$ cat config.mk
export PLATFORM = sky130hd
export DESIGN_NAME = wheel_encoder_odometry
export DESIGN_NICKNAME = d
export VERILOG_FILES = /design/src/rtl/odo_pkg.sv /design/src/rtl/odo_mul.sv /design/src/rtl/odo_cordic.sv /design/src/rtl/wheel_encoder_odometry.sv
export SDC_FILE = /design/constraint.sdc
export NUM_CORES = 2
export LEC_CHECK = 0
export ABC_AREA = 1
export BUFFER_PORTS_ARGS = -buffer_cell sky130_fd_sc_hd__buf_2
export CORE_ASPECT_RATIO = 1.5
export CORE_MARGIN = 10
export CORE_UTILIZATION = 66
export DETAILED_ROUTE_END_ITERATION = 6
export HOLD_SLACK_MARGIN = 0.03
export MAX_ROUTING_LAYER = met4
export PLACE_DENSITY_LB_ADDON = 0.25
export SKIP_LAST_GASP = 1
export SYNTH_ARGS = -nofsm -noshare
export SYNTH_HDL_FRONTEND = slang
export SYNTH_SLANG_ARGS = --single-unit
$ cat constraint.sdc
create_clock -name clk -period 22.1 [get_ports clk]
set_input_delay 6.63 -clock clk [delete_from_list [all_inputs] [get_ports clk]]
set_output_delay 6.63 -clock clk [all_outputs]
set_load 0.02 [all_outputs]
$ cat src/rtl/odo_pkg.sv
// ----------------------------------------------------------------------------
// odo_pkg
// shared types, widths and arithmetic helpers for the wheel odometry block
// ----------------------------------------------------------------------------
package odo_pkg;

  localparam int CORDIC_STAGES = 16;
  localparam int CI_W = 5;            // cordic step index width (up to 24 steps)

  // serial multiplier widths
  localparam int MA_W = 34;           // multiplicand, signed
  localparam int MB_W = 25;           // multiplier, signed, up to 25 steps
  localparam int MP_W = MA_W + MB_W;  // product
  localparam int MN_W = 5;            // step count width

  localparam int CV_W = 33;           // cordic x/y width
  localparam int CZ_W = 32;           // cordic angle width

  localparam logic signed [CV_W-1:0] CORDIC_START_X = CV_W'(652032874);

  // reciprocal of ten, 2^23 scale, for the unwrap threshold
  localparam logic [19:0] RECIP_TEN = 20'hCCCCD;

  typedef enum logic [2:0] {
    REG_MODULUS   = 3'd0,
    REG_DIST_GAIN = 3'd1,
    REG_TURN_GAIN = 3'd2,
    REG_START_X   = 3'd3,
    REG_START_Y   = 3'd4,
    REG_START_YAW = 3'd5
  } reg_idx_t;

  typedef enum logic [3:0] {
    ST_IDLE,
    ST_RECIP,
    ST_UNWRAP,
    ST_MYAW,
    ST_MDIST,
    ST_CWAIT,
    ST_MX,
    ST_MY,
    ST_OUT
  } odo_state_t;

  function automatic logic signed [CZ_W-1:0] atan_entry(input logic [CI_W-1:0] i);
    logic signed [CZ_W-1:0] v;
    unique case (i)
      5'd0:  v = 32'h20000000;
      5'd1:  v = 32'h12E4051E;
      5'd2:  v = 32'h09FB385B;
      5'd3:  v = 32'h051111D4;
      5'd4:  v = 32'h028B0D43;
      5'd5:  v = 32'h0145D7E1;
      5'd6:  v = 32'h00A2F61E;
      5'd7:  v = 32'h00517C55;
      5'd8:  v = 32'h0028BE53;
      5'd9:  v = 32'h00145F2F;
      5'd10: v = 32'h000A2F98;
      5'd11: v = 32'h000517CC;
      5'd12: v = 32'h00028BE6;
      5'd13: v = 32'h000145F3;
      5'd14: v = 32'h0000A2FA;
      5'd15: v = 32'h0000517D;
      5'd16: v = 32'h000028BE;
      5'd17: v = 32'h0000145F;
      5'd18: v = 32'h00000A30;
      5'd19: v = 32'h00000518;
      5'd20: v = 32'h0000028C;
      5'd21: v = 32'h00000146;
      5'd22: v = 32'h000000A3;
      5'd23: v = 32'h00000051;
      default: v = '0;
    endcase
    return v;
  endfunction

  // round to q1.15 and saturate
  function automatic logic signed [15:0] to_q15(input logic signed [CV_W-1:0] v);
    logic signed [CV_W:0] w;
    logic signed [CV_W-15:0] r;
    logic signed [15:0] o;
    w = {v[CV_W-1], v} + (CV_W+1)'(16384);
    r = w[CV_W:15];
    if (r > (CV_W-14)'(32767)) o = 16'sh7FFF;
    else if (r < -(CV_W-14)'(32768)) o = 16'sh8000;
    else o = r[15:0];
    return o;
  endfunction

  // unwrap one wheel change against the modulus and threshold
  function automatic logic [16:0] unwrap(input logic [15:0] raw, input logic [15:0] prev,
                                         input logic [16:0] m, input logic [13:0] t);
    logic signed [18:0] d;
    logic signed [18:0] ts;
    logic signed [18:0] ms;
    d  = $signed({3'b0, raw}) - $signed({3'b0, prev});
    ts = $signed({5'b0, t});
    ms = $signed({2'b0, m});
    if (d > ts) d = d - ms;
    if (d < -ts) d = d + ms;
    return d[16:0];
  endfunction

endpackage

$ cat src/rtl/odo_mul.sv
// ----------------------------------------------------------------------------
// odo_mul
// shift-add multiplier, one multiplier bit per cycle, top step signed
// ----------------------------------------------------------------------------
module odo_mul import odo_pkg::*; (
  input  logic                   clk,
  input  logic                   rst,
  input  logic                   start,
  input  logic signed [MA_W-1:0] a,
  input  logic        [MB_W-1:0] b,
  input  logic        [MN_W-1:0] nbits,
  output logic                   done,
  output logic signed [MP_W-1:0] p
);

  logic signed [MP_W-1:0] mcand;
  logic        [MB_W-1:0] mplier;
  logic        [MN_W-1:0] cnt;
  logic                   run;

  always_ff @(posedge clk) begin
    if (rst) begin
      run  <= 1'b0;
      done <= 1'b0;
    end else begin
      done <= 1'b0;
      if (start) begin
        run <= 1'b1;
      end else if (run && cnt == '0) begin
        run  <= 1'b0;
        done <= 1'b1;
      end
    end
  end

  always_ff @(posedge clk) begin
    if (start) begin
      p      <= '0;
      mcand  <= MP_W'(a);
      mplier <= b;
      cnt    <= nbits - MN_W'(1);
    end else if (run) begin
      // last step carries negative weight
      if (mplier[0]) begin
        if (cnt == '0) p <= p - mcand;
        else p <= p + mcand;
      end
      mcand  <= mcand <<< 1;
      mplier <= mplier >> 1;
      cnt    <= cnt - MN_W'(1);
    end
  end

endmodule

$ cat src/rtl/odo_cordic.sv
// ----------------------------------------------------------------------------
// odo_cordic
// iterative rotation cordic, one micro-rotation per cycle, q1.15 cos/sin
// ----------------------------------------------------------------------------
module odo_cordic import odo_pkg::*; (
  input  logic               clk,
  input  logic               rst,
  input  logic               start,
  input  logic [15:0]        yaw,
  output logic               ready,
  output logic signed [15:0] cos_q,
  output logic signed [15:0] sin_q
);

  logic signed [CV_W-1:0] x;
  logic signed [CV_W-1:0] y;
  logic signed [CZ_W-1:0] z;
  logic [CI_W-1:0]        i;
  logic [1:0]             q;
  logic                   run;
  logic                   fin;
  logic [1:0]             q_in;
  logic [15:0]            r_in;
  logic [15:0]            yaw_off;
  logic signed [CV_W-1:0] c_raw;
  logic signed [CV_W-1:0] s_raw;

  assign yaw_off = yaw + 16'h2000;
  assign q_in    = yaw_off[15:14];
  assign r_in    = yaw - {q_in, 14'b0};
  assign ready   = !run && !fin;

  always_comb begin
    unique case (q)
      2'd0: begin c_raw = x;  s_raw = y;  end
      2'd1: begin c_raw = -y; s_raw = x;  end
      2'd2: begin c_raw = -x; s_raw = -y; end
      default: begin c_raw = y; s_raw = -x; end
    endcase
  end

  always_ff @(posedge clk) begin
    if (rst) begin
      run <= 1'b0;
      fin <= 1'b0;
    end else begin
      fin <= 1'b0;
      if (start) begin
        run <= 1'b1;
      end else if (run && i == CI_W'(CORDIC_STAGES - 1)) begin
        run <= 1'b0;
        fin <= 1'b1;
      end
    end
  end

  always_ff @(posedge clk) begin
    if (start) begin
      x <= CORDIC_START_X;
      y <= '0;
      z <= $signed({r_in, 16'b0});
      q <= q_in;
      i <= '0;
    end else if (run) begin
      if (z >= 0) begin
        x <= x - (y >>> i);
        y <= y + (x >>> i);
        z <= z - atan_entry(i);
      end else begin
        x <= x + (y >>> i);
        y <= y - (x >>> i);
        z <= z + atan_entry(i);
      end
      i <= i + CI_W'(1);
    end
    if (fin) begin
      cos_q <= to_q15(c_raw);
      sin_q <= to_q15(s_raw);
    end
  end

endmodule

$ cat src/rtl/wheel_encoder_odometry.sv
// ----------------------------------------------------------------------------
// wheel_encoder_odometry
// differential-drive wheel odometry with serial multiply and iterative cordic
// ----------------------------------------------------------------------------
// One request is handled at a time. A load-pose request goes straight to the
// output register. An encoder sample first computes the modulus/10
// threshold, then unwraps both wheels, runs the 25-step heading product and
// the 17-step distance product (the 16-step cordic runs alongside it), picks
// up cos/sin, runs the 16-step x and y products, and loads the output
// register. The serial multiplier sets the rate. The result is held in an
// output register until taken; a new request is taken once the previous
// result has been moved into that register.
module wheel_encoder_odometry import odo_pkg::*; (
  input  logic               clk,
  input  logic               rst,
  // request channel
  input  logic               in_valid,
  output logic               in_ready,
  input  logic               command,
  input  logic [15:0]        raw_right_count,
  input  logic [15:0]        raw_left_count,
  // result channel
  output logic               out_valid,
  input  logic               out_ready,
  output logic signed [16:0] delta_right,
  output logic signed [16:0] delta_left,
  output logic signed [31:0] pose_x,
  output logic signed [31:0] pose_y,
  output logic [15:0]        pose_yaw,
  // configuration writes
  input  logic               cfg_valid,
  output logic               cfg_ready,
  input  logic [2:0]         cfg_index,
  input  logic [31:0]        cfg_data
);

  // configuration registers
  logic [16:0]        encoder_modulus;
  logic [15:0]        dist_gain;
  logic [23:0]        turn_gain;
  logic [31:0]        start_x;
  logic [31:0]        start_y;
  logic [15:0]        start_yaw;

  // odometry state
  logic [15:0]        prev_right;
  logic [15:0]        prev_left;
  logic               first_right;
  logic               first_left;
  logic [31:0]        cur_x;
  logic [31:0]        cur_y;
  logic [15:0]        cur_yaw;

  // working registers
  odo_state_t         state;
  odo_state_t         state_next;
  logic               cmd_r;
  logic [15:0]        raw_r;
  logic [15:0]        raw_l;
  logic [13:0]        thresh;
  logic [16:0]        dr;
  logic [16:0]        dl;
  logic signed [33:0] dist_prod;

  // multiplier and cordic hookup
  logic                   mul_start;
  logic signed [MA_W-1:0] mul_a;
  logic [MB_W-1:0]        mul_b;
  logic [MN_W-1:0]        mul_n;
  logic                   mul_done;
  logic signed [MP_W-1:0] mul_p;
  logic                   cor_start;
  logic                   cor_ready;
  logic signed [15:0]     cos_q;
  logic signed [15:0]     sin_q;

  logic [36:0]            recip_prod;
  logic [16:0]            dr_new;
  logic [16:0]            dl_new;
  logic [MP_W-1:0]        yaw_round;
  logic [MP_W-1:0]        pos_round;
  logic [15:0]            yaw_new;
  logic                   in_fire;

  assign cfg_ready  = 1'b1;
  assign in_ready   = (state == ST_IDLE);
  assign in_fire    = in_valid && in_ready;
  assign recip_prod = 37'(encoder_modulus) * 37'(RECIP_TEN);
  assign dr_new     = first_right ? 17'd0 : unwrap(raw_r, prev_right, encoder_modulus, thresh);
  assign dl_new     = first_left  ? 17'd0 : unwrap(raw_l, prev_left, encoder_modulus, thresh);
  assign yaw_round  = mul_p + MP_W'(32768);
  assign pos_round  = mul_p + MP_W'(1 << 23);
  assign yaw_new    = cur_yaw + yaw_round[31:16];

  // configuration writes
  always_ff @(posedge clk) begin
    if (rst) begin
      encoder_modulus <= 17'd65535;
      dist_gain       <= 16'd7466;
      turn_gain       <= 24'd1179648;
      start_x         <= '0;
      start_y         <= '0;
      start_yaw       <= '0;
    end else if (cfg_valid && cfg_ready) begin
      unique case (cfg_index)
        REG_MODULUS:   encoder_modulus <= cfg_data[16:0];
        REG_DIST_GAIN: dist_gain       <= cfg_data[15:0];
        REG_TURN_GAIN: turn_gain       <= cfg_data[23:0];
        REG_START_X:   start_x         <= cfg_data;
        REG_START_Y:   start_y         <= cfg_data;
        REG_START_YAW: start_yaw       <= cfg_data[15:0];
        default: ; // unknown index ignored
      endcase
    end
  end

  // sequencer next state and unit launches
  always_comb begin
    state_next = state;
    mul_start  = 1'b0;
    mul_a      = '0;
    mul_b      = '0;
    mul_n      = '0;
    cor_start  = 1'b0;
    unique case (state)
      ST_IDLE: begin
        if (in_fire) state_next = command ? ST_OUT : ST_RECIP;
      end
      ST_RECIP: state_next = ST_UNWRAP;
      ST_UNWRAP: begin
        // heading product: (left - right) times turn gain
        mul_start  = 1'b1;
        mul_a      = MA_W'($signed(dl_new)) - MA_W'($signed(dr_new));
        mul_b      = {1'b0, turn_gain};
        mul_n      = MN_W'(25);
        state_next = ST_MYAW;
      end
      ST_MYAW: begin
        if (mul_done) begin
          // distance product and cordic of the new heading in parallel
          mul_start  = 1'b1;
          mul_a      = MA_W'($signed(dr)) + MA_W'($signed(dl));
          mul_b      = MB_W'(dist_gain);
          mul_n      = MN_W'(17);
          cor_start  = 1'b1;
          state_next = ST_MDIST;
        end
      end
      ST_MDIST: if (mul_done) state_next = ST_CWAIT;
      ST_CWAIT: begin
        if (cor_ready) begin
          mul_start  = 1'b1;
          mul_a      = dist_prod;
          mul_b      = MB_W'(cos_q);
          mul_n      = MN_W'(16);
          state_next = ST_MX;
        end
      end
      ST_MX: begin
        if (mul_done) begin
          mul_start  = 1'b1;
          mul_a      = dist_prod;
          mul_b      = MB_W'(sin_q);
          mul_n      = MN_W'(16);
          state_next = ST_MY;
        end
      end
      ST_MY: if (mul_done) state_next = ST_OUT;
      ST_OUT: if (!out_valid || out_ready) state_next = ST_IDLE;
      default: state_next = ST_IDLE;
    endcase
  end

  always_ff @(posedge clk) begin
    if (rst) begin
      state <= ST_IDLE;
    end else begin
      state <= state_next;
    end
  end

  // odometry state and working registers
  always_ff @(posedge clk) begin
    if (rst) begin
      prev_right  <= '0;
      prev_left   <= '0;
      first_right <= 1'b1;
      first_left  <= 1'b1;
      cur_x       <= '0;
      cur_y       <= '0;
      cur_yaw     <= '0;
    end else begin
      unique case (state)
        ST_IDLE: begin
          if (in_fire && command) begin
            cur_x   <= start_x;
            cur_y   <= start_y;
            cur_yaw <= start_yaw;
          end
        end
        ST_UNWRAP: begin
          prev_right  <= raw_r;
          prev_left   <= raw_l;
          first_right <= 1'b0;
          first_left  <= 1'b0;
        end
        ST_MYAW: if (mul_done) cur_yaw <= yaw_new;
        ST_MX:   if (mul_done) cur_x <= cur_x + pos_round[55:24];
        ST_MY:   if (mul_done) cur_y <= cur_y + pos_round[55:24];
        default: ;
      endcase
    end
  end

  always_ff @(posedge clk) begin
    if (in_fire) begin
      cmd_r <= command;
      raw_r <= raw_right_count;
      raw_l <= raw_left_count;
    end
    if (state == ST_RECIP) thresh <= recip_prod[36:23];
    if (state == ST_UNWRAP) begin
      dr <= dr_new;
      dl <= dl_new;
    end
    if (state == ST_MDIST && mul_done) dist_prod <= mul_p[33:0];
  end

  // result register
  always_ff @(posedge clk) begin
    if (rst) begin
      out_valid <= 1'b0;
    end else if (state == ST_OUT && (!out_valid || out_ready)) begin
      out_valid <= 1'b1;
    end else if (out_ready) begin
      out_valid <= 1'b0;
    end
  end

  always_ff @(posedge clk) begin
    if (state == ST_OUT && (!out_valid || out_ready)) begin
      // load-pose requests report zero deltas
      delta_right <= cmd_r ? 17'sd0 : $signed(dr);
      delta_left  <= cmd_r ? 17'sd0 : $signed(dl);
      pose_x      <= $signed(cur_x);
      pose_y      <= $signed(cur_y);
      pose_yaw    <= cur_yaw;
    end
  end

  odo_mul u_mul (
    .clk   (clk),
    .rst   (rst),
    .start (mul_start),
    .a     (mul_a),
    .b     (mul_b),
    .nbits (mul_n),
    .done  (mul_done),
    .p     (mul_p)
  );

  odo_cordic u_cordic (
    .clk   (clk),
    .rst   (rst),
    .start (cor_start),
    .yaw   (yaw_new),
    .ready (cor_ready),
    .cos_q (cos_q),
    .sin_q (sin_q)
  );

endmodule

==> impl_results.html <==
<table>
<tr><th>Metric</th><th>Value</th></tr>
<tr><th colspan="2">Power and ir drop</th></tr>
<tr><td>Power share of the combinational group</td><td>0.640</td></tr>
<tr><td>Static leakage</td><td>around 32 nW</td></tr>
<tr><td>Total power divided by cell area</td><td>155.6 nW/um^2</td></tr>
<tr><td>Max VDD drop</td><td>0.2553 mV</td></tr>
<tr><td>Sw Pwr</td><td>about 5.3 mW</td></tr>
<tr><td>Total power consumption of the routed design</td><td>10.52 mW</td></tr>
<tr><td>Cell internal power dissipation</td><td>5.193 mW</td></tr>
<tr><td>Switching part of the total</td><td>0.5064</td></tr>
<tr><td>Clock power share</td><td>0.144</td></tr>
<tr><td>Sequential fraction of design power</td><td>0.216</td></tr>
<tr><th colspan="2">Yosys</th></tr>
<tr><td>Fraction of post-synthesis cell area in the top cell type by area</td><td>0.1742</td></tr>
<tr><td>Post-Synthesis Net Count</td><td>9219</td></tr>
<tr><td>Dominant register cell in the synthesized netlist</td><td>sky130_fd_sc_hd__dfxtp_1</td></tr>
<tr><td>Cell count after synthesis</td><td>8475</td></tr>
<tr><td>Number of flops mapped to enable cells by yosys</td><td>365</td></tr>
<tr><td>Post-synthesis mux area share</td><td>0.003659</td></tr>
<tr><td>Combinational family with the most area after synthesis</td><td>simple AND/OR/NAND/NOR gates</td></tr>
<tr><td>Mean area per synthesized cell</td><td>7.424 um^2</td></tr>
<tr><td>Synthesized cell area</td><td>62920 um^2</td></tr>
<tr><td>Synthesized-area fraction occupied by xor and xnor cells</td><td>0.06682</td></tr>
<tr><td>Flop and latch count out of synthesis</td><td>797</td></tr>
<tr><td>Sequential fraction of the synthesis area</td><td>0.3117</td></tr>
<tr><td>Proportion of register bits with asynchronous set or reset after synthesis</td><td>0</td></tr>
<tr><td>Fraction of the mapped netlist area in simple logic gates</td><td>0.2001</td></tr>
<tr><td>Library cell occupying the most area in the post-synthesis netlist</td><td>sky130_fd_sc_hd__edfxtp_1</td></tr>
<tr><td>Adder-Cell Fraction of Synth Area</td><td>0.1450</td></tr>
<tr><td>Compound-cell area share of the yosys netlist</td><td>0.1834</td></tr>
<tr><td>Number of distinct library cells after synthesis</td><td>a little under 80</td></tr>
<tr><td>Yosys warning total</td><td>0</td></tr>
<tr><td>Leading cell types by total area after synthesis</td><td>sky130_fd_sc_hd__edfxtp_1 (17%), sky130_fd_sc_hd__dfxtp_1 (14%), sky130_fd_sc_hd__ha_1 (11%)</td></tr>
<tr><th colspan="2">Timing</th></tr>
<tr><td>Total of endpoints with negative setup slack in the final report</td><td>0</td></tr>
<tr><td>Final hold slack</td><td>0.4491 ns</td></tr>
<tr><td>Slew at the pin with the worst max-slew slack</td><td>1.430 ns</td></tr>
<tr><td>Max Clock Skew</td><td>0.07302 ns</td></tr>
<tr><td>Final hold viol count</td><td>0</td></tr>
<tr><td>Normalized max-slew margin</td><td>0.03431</td></tr>
<tr><td>Minimum clock period</td><td>9.726 ns</td></tr>
<tr><td>Total negative setup slack</td><td>0 ns</td></tr>
<tr><td>Final worst-path cycle share</td><td>0.4401</td></tr>
<tr><td>Max Freq</td><td>102.8 MHz</td></tr>
<tr><td>Unrepaired setup endpoints after global routing</td><td>false</td></tr>
<tr><td>Final slew viol count</td><td>0</td></tr>
<tr><td>Worst path setup slack after routing</td><td>between 10 and 15 ns</td></tr>
<tr><th colspan="2">CTS</th></tr>
<tr><td>Number of resized instances in the post-cts repair step</td><td>0</td></tr>
<tr><td>Post-cts hold buffer count</td><td>0</td></tr>
<tr><td>TritonCTS clock tree</td><td>yes</td></tr>
<tr><td>CTS buffer count</td><td>80</td></tr>
<tr><td>CTS H-tree depth</td><td>3</td></tr>
<tr><td>Clk slew on worst S/H paths</td><td>0.07 ns</td></tr>
<tr><td>Clock latency at the later pin of the worst-skew pair</td><td>0.73 ns</td></tr>
<tr><td>Clk sink count</td><td>797</td></tr>
<tr><td>Post-CTS Setup Bufs</td><td>0</td></tr>
<tr><td>Root buffer cell</td><td>sky130_fd_sc_hd__clkbuf_16</td></tr>
<tr><td>Buffer depth of the longest clock path</td><td>3</td></tr>
<tr><th colspan="2">Cells and area</th></tr>
<tr><td>Top library cells by usage in the layout, fill and taps aside</td><td>sky130_fd_sc_hd__nand2_1 (1492), sky130_fd_sc_hd__inv_1 (1139), sky130_fd_sc_hd__nor2_1 (851)</td></tr>
<tr><td>Finished layout cell area</td><td>about 68000 um^2</td></tr>
<tr><td>Area added between synthesis and finish</td><td>7.513%</td></tr>
<tr><td># nets final</td><td>a little over 9000</td></tr>
<tr><td>Final standard cell utilization of the core</td><td>0.7162</td></tr>
<tr><td>Most common cell after layout, fill and taps aside</td><td>sky130_fd_sc_hd__nand2_1</td></tr>
<tr><td>Share of post-route cells with drive strength above 1</td><td>0.06726</td></tr>
<tr><td>Count of non-filler cells in the finished layout</td><td>9856</td></tr>
<tr><th colspan="2">Global routing</th></tr>
<tr><td>Remaining global-route overflow</td><td>0</td></tr>
<tr><td>Maximum number of pins on one net before global-route repair</td><td>between 80 and 90</td></tr>
<tr><td>Antenna violations before repair</td><td>2</td></tr>
<tr><td>Global routing usage summed across all routing layers</td><td>0.3722</td></tr>
<tr><td>Via count of the first global-routing pass</td><td>58880</td></tr>
<tr><td>Met1 routing resource usage after global routing</td><td>0.3938</td></tr>
<tr><td>Met3 track utilization from global routing</td><td>0.05305</td></tr>
<tr><td>Most crowded layer after global routing</td><td>met2</td></tr>
<tr><td>Met2 usage</td><td>0.6327</td></tr>
<tr><td>Wire length of the first global-routing pass</td><td>312.6 mm</td></tr>
<tr><th colspan="2">Placement</th></tr>
<tr><td>Port buffer count</td><td>188</td></tr>
<tr><td>Cell area after placement</td><td>approximately 65000 um^2</td></tr>
<tr><td>Final weighted congestion in routability-driven placement</td><td>1.075</td></tr>
<tr><td>Post-DP HPWL</td><td>154.6 mm</td></tr>
<tr><td>Setup Slack @ Placement</td><td>12.04 ns</td></tr>
<tr><td>Placed Instances</td><td>around 9700</td></tr>
<tr><th colspan="2">Worst setup path</th></tr>
<tr><td>Data required time of the critical path</td><td>22.63 ns</td></tr>
<tr><td>Critical path capture point</td><td>u_mul.mcand[27]</td></tr>
<tr><td>Start of the worst register-to-register path</td><td>raw_r[0]</td></tr>
<tr><td>Number of stages on the worst setup path</td><td>50</td></tr>
<tr><td>Combined buffer and inverter count along the critical path</td><td>4</td></tr>
<tr><td>Largest fanout on the critical path</td><td>39</td></tr>
<tr><td>Category of the worst setup path launch point</td><td>flop</td></tr>
<tr><td>Cell repeated most along the worst path</td><td>sky130_fd_sc_hd__nand2_1</td></tr>
<tr><td>CP Class</td><td>reg2reg</td></tr>
<tr><td>Length in cells of the worst reg-to-reg path</td><td>50</td></tr>
<tr><td>Arrival time of data at the critical path endpoint</td><td>10.25 ns</td></tr>
<tr><td>Worst path top cell family by delay</td><td>simple AND/OR/NAND/NOR gates</td></tr>
<tr><td>Endpoint of the most critical register-to-register path</td><td>u_mul.mcand[27]</td></tr>
<tr><td>Crit-path max cell delay</td><td>0.66 ns</td></tr>
<tr><td>Category of the worst setup path capture point</td><td>flop</td></tr>
<tr><td>Register-to-register setup slack</td><td>12.37 ns</td></tr>
<tr><td>Critical Path Slowest Stage Cell</td><td>sky130_fd_sc_hd__nor3_1</td></tr>
<tr><td>Start point of the critical path</td><td>raw_r[0]</td></tr>
<tr><th colspan="2">Hold path</th></tr>
<tr><td>Worst Hold Class</td><td>reg2reg</td></tr>
<tr><th colspan="2">Floorplan</th></tr>
<tr><td>Die area</td><td>108300 um^2</td></tr>
<tr><td>FP Rows</td><td>about 140</td></tr>
<tr><td>Initial Utilization</td><td>0.6662</td></tr>
<tr><td>Top Ports</td><td>190</td></tr>
<tr><td>Core Footprint</td><td>94450 um^2</td></tr>
<tr><td>Horizontal die dimension</td><td>272.1 um</td></tr>
<tr><td>Die Height</td><td>398.1 um</td></tr>
<tr><th colspan="2">Routing</th></tr>
<tr><td>Drt initial violations</td><td>5328</td></tr>
<tr><td>Total routed wirelength</td><td>201.6 mm</td></tr>
<tr><td>Residual DRC count</td><td>1</td></tr>
<tr><td>Number of detailed-route iterations in the first pass</td><td>7</td></tr>
<tr><td>Count of vias placed by the detailed router</td><td>59768</td></tr>
<tr><td>Via-per-instance ratio</td><td>6.064</td></tr>
<tr><td>Routed length per placed instance</td><td>a little over 20 um</td></tr>
<tr><td>Antenna-violating nets left</td><td>0</td></tr>
<tr><th colspan="2">Outcome</th></tr>
<tr><td>Status</td><td>finished, violations left</td></tr>
<tr><td>Failing checks</td><td>design-rule violations</td></tr>
<tr><th colspan="2">Run</th></tr>
<tr><td>Max-cap check violation count</td><td>0</td></tr>
</table>
[Yosys cell counts (9+ instances only)]
master and number:
sky130_fd_sc_hd__a21oi_1 783, sky130_fd_sc_hd__nand2_1 1497, sky130_fd_sc_hd__o21ai_0 776, sky130_fd_sc_hd__fa_1 97, sky130_fd_sc_hd__o221ai_1 22, sky130_fd_sc_hd__inv_2 16
sky130_fd_sc_hd__o21a_1 47, sky130_fd_sc_hd__nand3_1 230, sky130_fd_sc_hd__o21ai_1 51, sky130_fd_sc_hd__dfxtp_1 432, sky130_fd_sc_hd__buf_6 12, sky130_fd_sc_hd__a31oi_1 62
sky130_fd_sc_hd__nor3_2 10, sky130_fd_sc_hd__or2_2 51, sky130_fd_sc_hd__o2111ai_1 9, sky130_fd_sc_hd__xor2_1 330, sky130_fd_sc_hd__clkbuf_1 202, sky130_fd_sc_hd__edfxtp_1 365
sky130_fd_sc_hd__nand2_2 38, sky130_fd_sc_hd__o22ai_1 48, sky130_fd_sc_hd__buf_1 17, sky130_fd_sc_hd__ha_1 574, sky130_fd_sc_hd__a22oi_1 27, sky130_fd_sc_hd__a211oi_1 17
sky130_fd_sc_hd__nand3b_1 13, sky130_fd_sc_hd__nor4_1 29, sky130_fd_sc_hd__mux2i_1 23, sky130_fd_sc_hd__nand4_1 111, sky130_fd_sc_hd__nor2_1 859, sky130_fd_sc_hd__inv_1 1141
sky130_fd_sc_hd__o31ai_1 27, sky130_fd_sc_hd__o21bai_1 38, sky130_fd_sc_hd__a21boi_0 10, sky130_fd_sc_hd__xnor2_1 150, sky130_fd_sc_hd__buf_4 14, sky130_fd_sc_hd__buf_2 30
sky130_fd_sc_hd__nor3_1 93, sky130_fd_sc_hd__o211ai_1 77, sky130_fd_sc_hd__a21o_1 14, sky130_fd_sc_hd__a221o_1 9, sky130_fd_sc_hd__nor2_2 20
[worst min path at each step]
stage                     slack, ns  cells after the start             to           from
after floorplan                0.42                      2  u_cordic.z[0]  u_cordic.z[0]
after detailed placement       0.44                      2  u_cordic.z[0]  u_cordic.z[0]
after CTS                      0.46                      0   dist_prod[7]     u_mul.p[7]
after global placement         0.43                      2  u_cordic.z[0]  u_cordic.z[0]
after global routing           0.47                      0   dist_prod[7]     u_mul.p[7]
final                          0.45                      2  u_cordic.z[0]  u_cordic.z[0]
[power groups by stage]
stage | Sequential (mW) | Clock, mW | Combinational (mW)
2_1_floorplan | 2.25 | 0 | 4.91
3_3_place_gp | 2.28 | 0 | 6.38
3_5_place_dp | 2.29 | 0 | 6.56
4_1_cts | 2.26 | 1.53 | 6.61
5_1_grt | 2.29 | 1.58 | 7.50
6_report | 2.27 | 1.52 | 6.73
[worst reg2reg max path: cells and delay by family, from the launching register on]
kind                     cells  cell delay, ns
AO/OA/AOI/OAI                8            1.90
AND/OR/NAND/NOR             32            4.71
buffers and inverters        4            0.52
flip-flops                   1            0.34
adder cells (fa/ha/maj)      5            1.60
XOR/XNOR                     1            0.45
[cell families after synthesis]
| kind of cell | after synthesis |
|---|---|
| simple gates | 2987 |
| buf+inv | 1443 |
| xor+xnor | 480 |
| mux | 23 |
| fa+ha+maj | 671 |
| flops | 797 |
| other cells | 1 |
| compound gates | 2073 |
[flip-flops by register name (all words and copies together) (netlist names), 32 cells and up, named ones only]
name / flops
u_mul.mcand: 56
u_mul.p: 56
dist_prod: 34
u_cordic.x: 33
u_cordic.y: 33
cur_x: 32
cur_y: 32
pose_x: 32
pose_y: 32
start_x: 32
start_y: 32
u_cordic.z: 32
[layout make-up]
cell class / instances / area (um^2)
clock inverters: 48 / 670.6
clock buffers: 102 / 2241
inverters: 1165 / 4375
well taps: 1260 / 1577
flip-flops and latches: 797 / 19620
diodes: 3 / 7.507
fillers: 7780 / 26800
repair buffers: 246 / 1376
multi-input cells: 6235 / 37780
[layer usage]
| layer | up-vias | routed length, um |
|---|---|---|
| li1 | 28505 | - |
| met1 | 27745 | 73010 |
| met2 | 2661 | 97490 |
| met3 | 857 | 14850 |
| met4 | 0 | 16240 |
| met5 | - | 0 |
Power figures use the tool's default switching activity.
